$ cat src/hdl/spq_pkg.sv
// Shared constants, codes and types of the sorted priority queue.
// No dependencies; used by every other file of the block but assert_macros.svh.
package spq_pkg;

	localparam int DEPTH  = 16;
	localparam int VAL_W  = 16;
	localparam int PRI_W  = 8;
	localparam int CAP_W  = 5;
	localparam int HELD_W = 5;
	localparam int OCC_W  = $clog2(DEPTH + 1);
	localparam int CMP_W  = (OCC_W > CAP_W) ? OCC_W : CAP_W;

	localparam logic [CAP_W-1:0] CAP_RESET = CAP_W'(16);

	// operation codes
	localparam logic OP_PUSH = 1'b0;
	localparam logic OP_POP  = 1'b1;

	typedef enum logic [1:0] {
		ST_DONE  = 2'd0,
		ST_FULL  = 2'd1,
		ST_EMPTY = 2'd2
	} spq_status_t;

	// one slot of the queue
	typedef struct packed {
		logic signed [VAL_W-1:0] value;
		logic [PRI_W-1:0]        prio;
	} spq_entry_t;

	// command broadcast to every cell
	typedef struct packed {
		logic       push;
		logic       pop;
		spq_entry_t item;
	} spq_cmd_t;

endpackage

$ cat src/hdl/spq_req_if.sv
// Request channel of the sorted priority queue: push or pop beats.
// Depends on spq_pkg.
interface spq_req_if;
	logic                            valid;
	logic                            ready;
	logic                            operation;
	logic signed [spq_pkg::VAL_W-1:0] item_value;
	logic [spq_pkg::PRI_W-1:0]       item_priority;

	modport source (output valid, operation, item_value, item_priority, input ready);
	modport sink   (input valid, operation, item_value, item_priority, output ready);
endinterface

$ cat src/hdl/spq_rsp_if.sv
// Response channel of the sorted priority queue: one beat per request.
// Depends on spq_pkg.
interface spq_rsp_if;
	logic                             valid;
	logic                             ready;
	logic signed [spq_pkg::VAL_W-1:0] popped_value;
	logic [1:0]                       status;
	logic [spq_pkg::HELD_W-1:0]       entries_held;

	modport source (output valid, popped_value, status, entries_held, input ready);
	modport sink   (input valid, popped_value, status, entries_held, output ready);
endinterface

$ cat src/hdl/spq_cell.sv
// One slot of the sorted chain: holds an entry, compares against a push,
// and shifts with its neighbors. Depends on spq_pkg.
module spq_cell (
	input  logic               clk,
	input  spq_pkg::spq_cmd_t  cmd,
	input  logic               occupied,
	input  logic               left_keep,
	input  spq_pkg::spq_entry_t left_entry,
	input  spq_pkg::spq_entry_t right_entry,
	output logic               keep,
	output spq_pkg::spq_entry_t entry
);

	spq_pkg::spq_entry_t entry_q;

	// entry stays put on a push when it ranks equal or higher
	assign keep  = occupied && (entry_q.prio >= cmd.item.prio);
	assign entry = entry_q;

	// push: hold, take the new item at the insertion point, or shift back
	// pop: shift forward from the right neighbor
	always_ff @(posedge clk) begin
		if (cmd.push) begin
			if (!keep) begin
				entry_q <= left_keep ? cmd.item : left_entry;
			end
		end else if (cmd.pop) begin
			entry_q <= right_entry;
		end
	end

endmodule

$ cat src/hdl/spq_ctrl.sv
// Occupancy, capacity register and response register of the queue.
// Depends on spq_pkg.
module spq_ctrl (
	input  logic                             clk,
	input  logic                             arst_n,
	input  logic                             req_accept,
	input  logic                             operation,
	input  logic signed [spq_pkg::VAL_W-1:0] item_value,
	input  logic [spq_pkg::PRI_W-1:0]        item_priority,
	input  logic signed [spq_pkg::VAL_W-1:0] head_value,
	input  logic                             rsp_ready,
	input  logic                             cfg_we,
	input  logic [spq_pkg::CAP_W-1:0]        cfg_wdata,
	output spq_pkg::spq_cmd_t                cmd,
	output logic [spq_pkg::OCC_W-1:0]        occ,
	output logic                             req_ready,
	output logic                             rsp_valid,
	output logic signed [spq_pkg::VAL_W-1:0] popped_value,
	output logic [1:0]                       status,
	output logic [spq_pkg::HELD_W-1:0]       entries_held
);

	logic [spq_pkg::OCC_W-1:0]        occ_q, occ_d;
	logic [spq_pkg::CAP_W-1:0]        cap_q;
	logic                             rsp_valid_q;
	logic signed [spq_pkg::VAL_W-1:0] popped_q, popped_d;
	spq_pkg::spq_status_t             status_q, status_d;
	logic [spq_pkg::HELD_W-1:0]       held_q;
	logic                             full, empty;

	// limit saturates at the depth; occupancy never exceeds it
	assign full  = (spq_pkg::CMP_W'(occ_q) >= spq_pkg::CMP_W'(cap_q)) ||
	               (occ_q == spq_pkg::OCC_W'(spq_pkg::DEPTH));
	assign empty = (occ_q == '0);

	// decode the accepted request
	always_comb begin
		cmd.push      = 1'b0;
		cmd.pop       = 1'b0;
		cmd.item.value = item_value;
		cmd.item.prio  = item_priority;
		occ_d         = occ_q;
		status_d      = spq_pkg::ST_DONE;
		popped_d      = '0;
		if (req_accept) begin
			unique case (operation)
				spq_pkg::OP_PUSH: begin
					if (full) begin
						status_d = spq_pkg::ST_FULL;
					end else begin
						cmd.push = 1'b1;
						occ_d    = occ_q + spq_pkg::OCC_W'(1);
					end
				end
				spq_pkg::OP_POP: begin
					if (empty) begin
						status_d = spq_pkg::ST_EMPTY;
					end else begin
						cmd.pop  = 1'b1;
						popped_d = head_value;
						occ_d    = occ_q - spq_pkg::OCC_W'(1);
					end
				end
			endcase
		end
	end

	// control state
	always_ff @(posedge clk or negedge arst_n) begin
		if (!arst_n) begin
			occ_q       <= '0;
			cap_q       <= spq_pkg::CAP_RESET;
			rsp_valid_q <= 1'b0;
		end else begin
			occ_q <= occ_d;
			if (cfg_we) begin
				cap_q <= cfg_wdata;
			end
			if (req_accept) begin
				rsp_valid_q <= 1'b1;
			end else if (rsp_ready) begin
				rsp_valid_q <= 1'b0;
			end
		end
	end

	// response payload
	always_ff @(posedge clk) begin
		if (req_accept) begin
			popped_q <= popped_d;
			status_q <= status_d;
			held_q   <= spq_pkg::HELD_W'(occ_d);
		end
	end

	assign occ          = occ_q;
	assign req_ready    = !rsp_valid_q || rsp_ready;
	assign rsp_valid    = rsp_valid_q;
	assign popped_value = popped_q;
	assign status       = status_q;
	assign entries_held = held_q;

endmodule

$ cat src/hdl/sorted_priority_queue.sv
// Sorted priority queue, highest priority at the head.
// Request channel req carries operation (push or pop), item_value and
// item_priority; every accepted request beat produces exactly one beat on
// the response channel rsp with popped_value, status and entries_held.
// A push lands behind all entries of equal or higher priority; a push at
// capacity is refused with status full, a pop of an empty queue with
// status empty. cfg_we/cfg_wdata write the capacity limit (saturates at
// the depth); write it only while no request is in flight.
// Throughput: one request per cycle. All cells compare and shift in
// parallel in the cycle of acceptance, and the response register shows
// the result in the cycle after the request is accepted.
// Stall: while rsp is held by the receiver, one more request is accepted
// only in the cycle the waiting response is taken; req.ready is low when
// a response waits and rsp.ready is low.
// Reset (arst_n low): queue empties, capacity returns to 16, no response
// is pending. Slot contents are not cleared; only occupied slots are read.
// Depends on spq_pkg, spq_req_if, spq_rsp_if, spq_cell and spq_ctrl.
module sorted_priority_queue (
	input  logic                         clk,
	input  logic                         arst_n,
	spq_req_if.sink                      req,
	spq_rsp_if.source                    rsp,
	input  logic                         cfg_we,
	input  logic [spq_pkg::CAP_W-1:0]    cfg_wdata
);

	spq_pkg::spq_cmd_t         cmd;
	logic [spq_pkg::OCC_W-1:0] occ;
	logic                      req_accept;
	spq_pkg::spq_entry_t       entry_w [spq_pkg::DEPTH];
	logic                      keep_w  [spq_pkg::DEPTH];

	assign req_accept = req.valid && req.ready;

	// control and response register
	spq_ctrl u_ctrl (
		.clk          (clk),
		.arst_n       (arst_n),
		.req_accept   (req_accept),
		.operation    (req.operation),
		.item_value   (req.item_value),
		.item_priority(req.item_priority),
		.head_value   (entry_w[0].value),
		.rsp_ready    (rsp.ready),
		.cfg_we       (cfg_we),
		.cfg_wdata    (cfg_wdata),
		.cmd          (cmd),
		.occ          (occ),
		.req_ready    (req.ready),
		.rsp_valid    (rsp.valid),
		.popped_value (rsp.popped_value),
		.status       (rsp.status),
		.entries_held (rsp.entries_held)
	);

	// chain of slots, slot 0 is the head
	for (genvar i = 0; i < spq_pkg::DEPTH; i++) begin : g_cell
		logic                lk;
		spq_pkg::spq_entry_t le;
		spq_pkg::spq_entry_t re;
		logic                occupied;

		assign occupied = (spq_pkg::OCC_W'(i) < occ);

		if (i == 0) begin : g_head
			assign lk = 1'b1;
			assign le = '0;
		end else begin : g_body
			assign lk = keep_w[i-1];
			assign le = entry_w[i-1];
		end

		if (i == spq_pkg::DEPTH - 1) begin : g_tail
			assign re = '0;
		end else begin : g_mid
			assign re = entry_w[i+1];
		end

		spq_cell u_cell (
			.clk        (clk),
			.cmd        (cmd),
			.occupied   (occupied),
			.left_keep  (lk),
			.left_entry (le),
			.right_entry(re),
			.keep       (keep_w[i]),
			.entry      (entry_w[i])
		);
	end

endmodule

$ cat src/flat_wrapper.sv
// flat-port wrapper written by rule: the top's interface ports become plain ports
module sorted_priority_queue_flat 
  (clk, arst_n, cfg_we, cfg_wdata, req_valid, req_operation, req_item_value, req_item_priority, req_ready, rsp_valid, rsp_popped_value, rsp_status, rsp_entries_held, rsp_ready);
  spq_req_if req_i ();
  spq_rsp_if rsp_i ();
  input  logic clk;
  input  logic arst_n;
  input  logic cfg_we;
  input  logic [spq_pkg::CAP_W-1:0] cfg_wdata;
  input wire logic [$bits(req_i.valid)-1:0] req_valid;
  input wire logic [$bits(req_i.operation)-1:0] req_operation;
  input wire logic [$bits(req_i.item_value)-1:0] req_item_value;
  input wire logic [$bits(req_i.item_priority)-1:0] req_item_priority;
  output wire logic [$bits(req_i.ready)-1:0] req_ready;
  output wire logic [$bits(rsp_i.valid)-1:0] rsp_valid;
  output wire logic [$bits(rsp_i.popped_value)-1:0] rsp_popped_value;
  output wire logic [$bits(rsp_i.status)-1:0] rsp_status;
  output wire logic [$bits(rsp_i.entries_held)-1:0] rsp_entries_held;
  input wire logic [$bits(rsp_i.ready)-1:0] rsp_ready;
  assign req_i.valid = req_valid;
  assign req_i.operation = req_operation;
  assign req_i.item_value = req_item_value;
  assign req_i.item_priority = req_item_priority;
  assign req_ready = req_i.ready;
  assign rsp_valid = rsp_i.valid;
  assign rsp_popped_value = rsp_i.popped_value;
  assign rsp_status = rsp_i.status;
  assign rsp_entries_held = rsp_i.entries_held;
  assign rsp_i.ready = rsp_ready;
  sorted_priority_queue u_core (.clk(clk), .arst_n(arst_n), .req(req_i), .rsp(rsp_i), .cfg_we(cfg_we), .cfg_wdata(cfg_wdata));
endmodule
$ cat config.mk
export PLATFORM = sky130hd
export DESIGN_NAME = sorted_priority_queue_flat
export DESIGN_NICKNAME = d
export VERILOG_FILES = /design/src/hdl/spq_pkg.sv /design/src/hdl/spq_req_if.sv /design/src/hdl/spq_rsp_if.sv /design/src/hdl/spq_cell.sv /design/src/hdl/spq_ctrl.sv /design/src/hdl/sorted_priority_queue.sv /design/src/flat_wrapper.sv
export SDC_FILE = /design/constraint.sdc
export NUM_CORES = 1
export LEC_CHECK = 0
export ABC_AREA = 1
export BUFFER_PORTS_ARGS = -buffer_cell sky130_fd_sc_hd__buf_4
export CORE_UTILIZATION = 50
export CTS_CLUSTER_SIZE = 12
export DETAILED_ROUTE_END_ITERATION = 10
export PLACE_DENSITY = 0.64
export SLEW_MARGIN = 10
export SYNTH_ARGS = -nofsm -noshare
export SYNTH_HDL_FRONTEND = slang
export SYNTH_HIERARCHICAL = 1
export SYNTH_SLANG_ARGS = --single-unit
$ cat constraint.sdc
create_clock -name clk -period 12 [get_ports clk]
set_input_delay 0.6 -clock clk [delete_from_list [all_inputs] [get_ports clk]]
set_output_delay 0.6 -clock clk [all_outputs]
set_load 0.02 [all_outputs]
# Word-level counts from Yosys, hierarchy flattened
# Cells that the tools add are included.
# op_classes
addsub	2
order_cmp	33
eq_ne	17
muxes	77
n_bitwise	1
n_reduce_logical	40
# op_table
cell	n
24-bit two-way mux	63
8-bit >= comparator	16
4-bit by 5-bit < comparator with 1-bit output (first input constant)	8
2-bit inequality test (second input constant)	16
2-bit AND reduction	16
3-bit by 5-bit < comparator with 1-bit output (first input constant)	4
1-bit logical AND	17
5-bit two-way mux	3
1-bit by 5-bit < comparator with 1-bit output (first input constant)	2
2-bit by 5-bit < comparator with 1-bit output (first input constant)	2
5-bit one-hot mux with 2 select lines	1
1-bit two-way mux	7
5-bit by 1-bit adder with 5-bit output (second input constant)	1
5-bit equality test (second input constant)	1
5-bit >= comparator	1
5-bit logical NOT	1
5-bit by 1-bit subtractor with 5-bit output (second input constant)	1
2-bit two-way mux	2
2-bit one-hot mux with 2 select lines	1
2-bit nonzero test	2
1-bit logical OR	2
2-bit OR reduction	1
1-bit logical NOT	1
1-bit inverter	1
# totals
ff_bits	418
inputBits	35
out_inout_bits	25

# Logic depth before layout (Yosys ltp)
# Gate-level depths: netlist (run 1).
# depth
word_depth	7
depth_mapped	15

# Modules after synthesis
# Netlist (run 1), hierarchy kept.
# modules_own_cells
mod	instances	cells_per_inst	area_per_inst_um2
spq_cell	16	170	1457.6
spq_ctrl	1	193	1825.5
sorted_priority_queue	1	35	160.2

# Worst setup path before layout (run 1)
# Ideal clock, no wire load.
# synth_timing
path_kind	input port to flip-flop
from	input rsp_ready
to	register u_core.g_cell[0].u_cell.entry_q, in the netlist u_core/g_cell[0].u_cell/entry[0], enable pin
arrival_time_ns	10.522
slack_ns	1.053
stages	10
path_buffers	1
path_cell_list	inv_1 > nand2_1 > nand2_1 > inv_1 > inv_1 > nor3_1 > inv_2 > buf_6 > nand2_1 > nand2_1
# synth_rtl
item	line	text
start, declared	flat_wrapper.sv:19	input wire logic [$bits(rsp_i.ready)-1:0] rsp_ready;
end signal, assigned	spq_cell.sv:25	entry_q <= left_keep ? cmd.item : left_entry;
end signal, assigned	spq_cell.sv:28	entry_q <= right_entry;
end, declared	spq_cell.sv:14	spq_pkg::spq_entry_t entry_q;

==> flow_summary.yaml, run 1 <==
hold_path:
  worstHoldPathCells: 3
  hold_path_end: "u_core/u_ctrl/cap_q[4]$_DFFE_PN1P_"
  min_from: "cfg_wdata[4]"
  min_path_type: "primary input to flip-flop"
power:
  p_switching_mw: 1.93
  clockPowerShare_pct: 25.8
  vdd_ir_drop_max_mv: 0.108
  intPower_mw: 3.15
  p_leak_nw: 11.4
  combPwrFrac_pct: 30.4
  swShare_pct: 37.9
  power.density_nw_per_um2: 190
  seq_power_share_pct: 43.8
finish:
  mostFrequentLayoutCells: "nand2_1, nor2_1, edfxtp_1"
  design_area_um2: 26800
  final_cell_count_no_fill: 3668
  nNetsFinal: 3134
  layout_commonest_cell: "nand2_1"
  syn2layout_area_growth_pct: 5.85
  num_antenna_cells: 0
  drive_gt1_share_pct: 6.01
sta:
  worst_slew_pin_slew_ps: 1200
  layout_setup_ws_ps: 6500
  relSlewSlack_pct: 19.9
  setup_viol: 0
  finalHoldViolations: 0
  period_needed_ps: 5500
  drv_slew: 0
  rsz0062_at_grt: "false"
  fin_worst_skew_ps: 32.1
  clock.fmax_mhz: 182
  finalSetupTns_ps: 0
  fin_crit_sh_pct: 45.8
job:
  cap_viol_max_count: 0
place:
  place_area_um2: 25400
  hpwl_um: 47900
  globalplace.congestion: 0.901
  dpl.cell_count: 3586
  port-buffer-count: 59
  dp_slack_ps: 6570
yosys:
  syn_area_per_cell_um2: 8.59
  yosys_warnings: 6
  synth.cell_area_um2: 25300
  syn_inst: 2947
floorplanning:
  rows: 82
  io_pins: 60
  coreArea_um2: 50100
  fp.dieH_um: 227
  start_util_pct: 50.5
  die_w_um: 227
  die_area_um2: 51500
cts:
  numCtsBuffers: 47
  cts_root_buf: "clkbuf_16"
  clock_sinks: 418
  cts_tree: "done"
  cts_resized: 0
  path_clk_slew_ps: 60
  cts.path.max_buffers: 3
  insertion_delay_ps: 610
  cts.htree.levels: 2
critical_path:
  r2r_end: "u_core/g_cell[11].u_cell/entry[12]$_DFFE_PP_"
  crit_required_ps: 12090
  path_class: "flip-flop to flip-flop"
  arrival_ps: 5590
  max_stage_delay_ps: 760
  cp-start-kind: "flip-flop"
  path_delay_family: "buffers and inverters"
  startpoint: "u_core/u_ctrl/occ[2]$_DFF_PN0_"
  r2r_start: "u_core/u_ctrl/occ[2]$_DFF_PN0_"
  timing.critical_path.mode_cell: "nand2_1"
  crit_path_top_delay_cell: "buf_4"
  rrSetupSlack_ps: 6500
  critPathBufInv: 4
  setup.worst_path.end_class: "flip-flop"
  r2r_cells: 12
  path_max_fanout: 179
  cp_cell_sequence: "ha_1 > a21oi_1 > nand2_1 > nand2_1 > nand2_2 > nor3_2 > buf_12 > buf_4 > buf_4 > inv_2 > nand2_1 > nand2_1"
  cp_num_cells: 12
drt:
  drc: 0
  initialDrtViolationCount: 2464
  routed_wl_um: 70300
  ant_nets: 0
  wl_per_cell_um: 19.2
  vias_per_cell: 5.76
  dr.pass1.iters: 6
  vias: 21117
global_route:
  grt_overflow: 0
  grt_max_degree: 180
  grt_pass1_vias: 20643
  antenna_found_initial: 1
  grt_util_all_layers_pct: 27.3
  grt_pass1_wl_um: 111000
status:
  outcome: "completed"
-- final cells by class --
| type | instances | area, um^2 |
|---|---|---|
| fill | 4712 | 23300 |
| timing repair buffer | 70 | 541 |
| tap | 672 | 841 |
| clock buffer | 58 | 1220 |
| clock inverter | 23 | 135 |
| inverter | 268 | 1010 |
| sequential | 418 | 12500 |
| multi-input combinational | 2159 | 10500 |
-- routing by layer --
layer | share of wire [%] | routed length (um) | track usage (%) | vias to the layer above
met4 | 2.4 | 1710 | 7.71 | 2
met5 | 0.017 | 12 | 0 | -
met1 | 44 | 30800 | 37.8 | 10184
met2 | 46 | 32600 | 44.2 | 858
met3 | 7.4 | 5220 | 4.85 | 142
li1 | - | - | - | 9931
-- worst min-delay path, stage by stage --
cell and delay [ps]:
buf_4 70, nand2_1 30, o21ai_0 60
-- worst max-delay path by stage --
stage,to,slack [ps]
2_1_floorplan,u_core/g_cell[0].u_cell/entry[0]$_DFFE_PP_,1050
3_3_place_gp,u_core/g_cell[11].u_cell/entry[15]$_DFFE_PP_,6670
3_5_place_dp,u_core/g_cell[11].u_cell/entry[15]$_DFFE_PP_,6570
4_1_cts,u_core/g_cell[11].u_cell/entry[4]$_DFFE_PP_,6740
5_1_grt,u_core/g_cell[11].u_cell/entry[12]$_DFFE_PP_,6150
6_report,u_core/g_cell[11].u_cell/entry[12]$_DFFE_PP_,6500
-- registers in the layout (all words and copies together) (netlist names) --
signal	count
u_core/g_cell.u_cell/entry	384
u_core/u_ctrl/popped_value	16
u_core/u_ctrl/rsp_valid	1
u_core/u_ctrl/occ	5
u_core/u_ctrl/entries_held	5
u_core/u_ctrl/cap_q	5
u_core/u_ctrl/status	2
-- timing repair --
item	CTS	global route
buffers inserted	0	0
hold endpoints to repair	10	0
setup endpoints to repair	0	0
hold buffers	1	0
-- power by group through the flow --
stage	sequential, mW	clock [mW]	combinational (mW)
after detailed placement	2.25	0	1.51
after global placement	2.25	0	1.45
after CTS	2.22	1.33	1.52
after floorplan	2.16	0	1.28
after global routing	2.25	1.39	1.74
final	2.23	1.31	1.55
-- per-stage QoR --
stage               power, mW  hold slack, ps  utilization (%)
floorplan                3.44             304                -
global placement         3.70             448             50.8
detailed placement       3.76             449             50.8
CTS                      5.07             185             53.5
global route             5.38             223             53.5
finish                   5.08             212             53.5
Power figures use the tool's default switching activity.
==> inputs of run 2 (changes only) <==
==> constraint.sdc (replaced) <==
create_clock -name clk -period 5.4 [get_ports clk]
set_input_delay 0.27 -clock clk [delete_from_list [all_inputs] [get_ports clk]]
set_output_delay 0.27 -clock clk [all_outputs]
set_load 0.02 [all_outputs]
==> run 2 against run 1 <==
  * Clock power up 130%
  * First-iteration DRC count up 5.5%
  * Critical path depth unchanged
  * Power up 120%
  * Clock skew down 12 ps
  * Combinational power up 120%
  * Sequential power up 120%
  * Critical path type unchanged
  * Critical endpoint is now u_core/g_cell[7].u_cell/entry[18]$_DFFE_PP_
==> flow_summary.yaml, run 2 (same netlist as run 1, synthesis figures left out) <==
status:
  outcome: "completed"
critical_path:
  crit_path_top_delay_cell: "nand2_1"
  max_stage_delay_ps: 660
  timing.critical_path.mode_cell: "nand2_1"
  rrSetupSlack_ps: 1270
  critPathBufInv: 4
  cp_cell_sequence: "ha_1 > a21oi_1 > nand2_1 > nand2_1 > nand2_2 > nor3_4 > buf_12 > buf_4 > inv_2 > buf_4 > nand2_1 > nand2_1"
  crit_required_ps: 5460
  path_delay_family: "simple AND/OR/NAND/NOR gates"
  r2r_end: "u_core/g_cell[7].u_cell/entry[18]$_DFFE_PP_"
  cp-start-kind: "flip-flop"
  path_max_fanout: 81
  setup.worst_path.end_class: "flip-flop"
  arrival_ps: 4190
  r2r_cells: 12
  r2r_start: "u_core/u_ctrl/occ[2]$_DFF_PN0_"
  path_class: "flip-flop to flip-flop"
hold_path:
  min_path_type: "primary input to async pin"
floorplanning:
  io_pins: 60
  die_area_um2: 51500
  rows: 82
  fp.dieH_um: 227
  coreArea_um2: 50100
  start_util_pct: 50.5
  die_w_um: 227
place:
  port-buffer-count: 59
  globalplace.congestion: 0.935
  hpwl_um: 49400
  dp_slack_ps: 1380
cts:
  path_clk_slew_ps: 60
  clock_sinks: 418
  cts_root_buf: "clkbuf_16"
  cts_tree: "done"
  cts_setup_buffers: 0
  cts.path.max_buffers: 3
  insertion_delay_ps: 590
  numCtsBuffers: 47
  cts.htree.levels: 2
sta:
  relSlewSlack_pct: 18.9
  clock.fmax_mhz: 242
  fin_worst_skew_ps: 19.7
  finalHoldViolations: 0
  setup_viol: 0
  period_needed_ps: 4130
  layout_setup_ws_ps: 1270
  hold_slack_ps: 73.5
  finalSetupTns_ps: 0
  rsz0062_at_grt: "false"
  worst_slew_pin_slew_ps: 1210
  drv_slew: 0
  fin_crit_sh_pct: 76.4
finish:
  nNetsFinal: 3159
  drive_gt1_share_pct: 6.42
  layout_commonest_cell: "nand2_1"
  largest_register_ffs: 384
  num_antenna_cells: 0
  post-route-util_pct: 54.0
  regArea_um2: 12500
  mostFrequentLayoutCells: "nand2_1, nor2_1, edfxtp_1"
  syn2layout_area_growth_pct: 6.84
  n_fill_cell: 4673
  multi_input_area_um2: 10500
global_route:
  grt_pass1_wl_um: 111000
  grt_overflow: 0
  grt_max_degree: 82
  antenna_found_initial: 1
  grt_util_all_layers_pct: 27.5
  grt_pass1_vias: 20514
power:
  combPwrFrac_pct: 30.3
  clockPowerShare_pct: 26.0
  p_switching_mw: 4.29
  vdd_ir_drop_max_mv: 0.227
  p_leak_nw: 11.6
  seq_power_share_pct: 43.6
  intPower_mw: 7.09
  swShare_pct: 37.7
  power.density_nw_per_um2: 421
drt:
  wl_per_cell_um: 19.3
  ant_nets: 0
  vias_per_cell: 5.74
  initialDrtViolationCount: 2600
  vias: 21214
  routed_wl_um: 71400
  drc: 0
  dr.pass1.iters: 5
job:
  cap_viol_max_count: 0
-- run 2: changes by cell type in the layout (fill, tap and decap cells not counted) --
cell           before  now
buf_4              68   78
clkbuf_16          47   49
clkinv_8            2    0
nor3_2              1    0
clkinv_2            7    9
clkbuf_1           11   15
clkinv_1           14    8
dlygate4sd3_1       1   16
inv_16              1    0
nor3_4              0    1
inv_1             230  229
clkinvlp_4          0    3
-- run 2: worst register-to-register path: cells and delay by family (launching register included) --
kind	cells	cell delay [ps]
DFF	1	580
buffers and inverters	4	1190
adders and majority gates	1	320
and+or+nand+nor	6	1340
AOI/OAI and AO/OA	1	160
-- run 2: timing repair --
action / in CTS / in global routing
hold endpoints to repair: 17 / 0
resized for setup: 0 / 0
hold buffers: 16 / 0
-- run 2: cell type report --
type | count | share of cell area, %
multi-input cells | 2159 | 39.0
inverters | 268 | 3.75
repair buffers | 95 | 2.83
flip-flops and latches | 418 | 46.2
clock inverters | 18 | 0.315
well taps | 672 | 3.11
clock buffers | 64 | 4.74
-- run 2: worst max-delay path by stage --
stage / endpoint / cells past startpoint / from / slack (ps)
after floorplan: u_core/g_cell[0].u_cell/entry[0]$_DFFE_PP_ / 9 / u_core/u_ctrl/rsp_valid$_DFFE_PN0P_ / 80
after global placement: u_core/g_cell[3].u_cell/entry[13]$_DFFE_PP_ / 11 / u_core/u_ctrl/occ[2]$_DFF_PN0_ / 1490
after detailed placement: u_core/g_cell[7].u_cell/entry[19]$_DFFE_PP_ / 12 / u_core/u_ctrl/occ[2]$_DFF_PN0_ / 1380
after CTS: u_core/g_cell[7].u_cell/entry[18]$_DFFE_PP_ / 12 / u_core/u_ctrl/occ[2]$_DFF_PN0_ / 1310
after global routing: u_core/g_cell[3].u_cell/entry[18]$_DFFE_PP_ / 11 / u_core/u_ctrl/occ[2]$_DFF_PN0_ / 930
final: u_core/g_cell[7].u_cell/entry[18]$_DFFE_PP_ / 12 / u_core/u_ctrl/occ[2]$_DFF_PN0_ / 1270
-- run 2: metrics by stage --
step	instances	power (mW)	instance area, um^2
after global placement	3596	8.24	25500
after floorplan	3000	7.60	25500
after global routing	3694	12.0	27000
after detailed placement	3596	8.36	25500
final	3694	11.4	27000
after CTS	3694	11.3	27000
-- run 2: power by group through the flow --
stage / Clock [mW] / Combinational (mW) / Sequential [mW]
6_report: 2.96 / 3.45 / 4.96
5_1_grt: 3.12 / 3.89 / 5.02
4_1_cts: 3.00 / 3.38 / 4.95
3_5_place_dp: 0 / 3.35 / 5.01
3_3_place_gp: 0 / 3.23 / 5.01
2_1_floorplan: 0 / 2.79 / 4.80
-- run 2: routing by layer --
layer,up-vias,GRT usage (%),routed length [um]
li1,9966,-,-
met4,2,6.80,1220
met2,934,44.4,32800
met3,103,3.85,5520
met5,-,0,15
met1,10209,39.1,31900
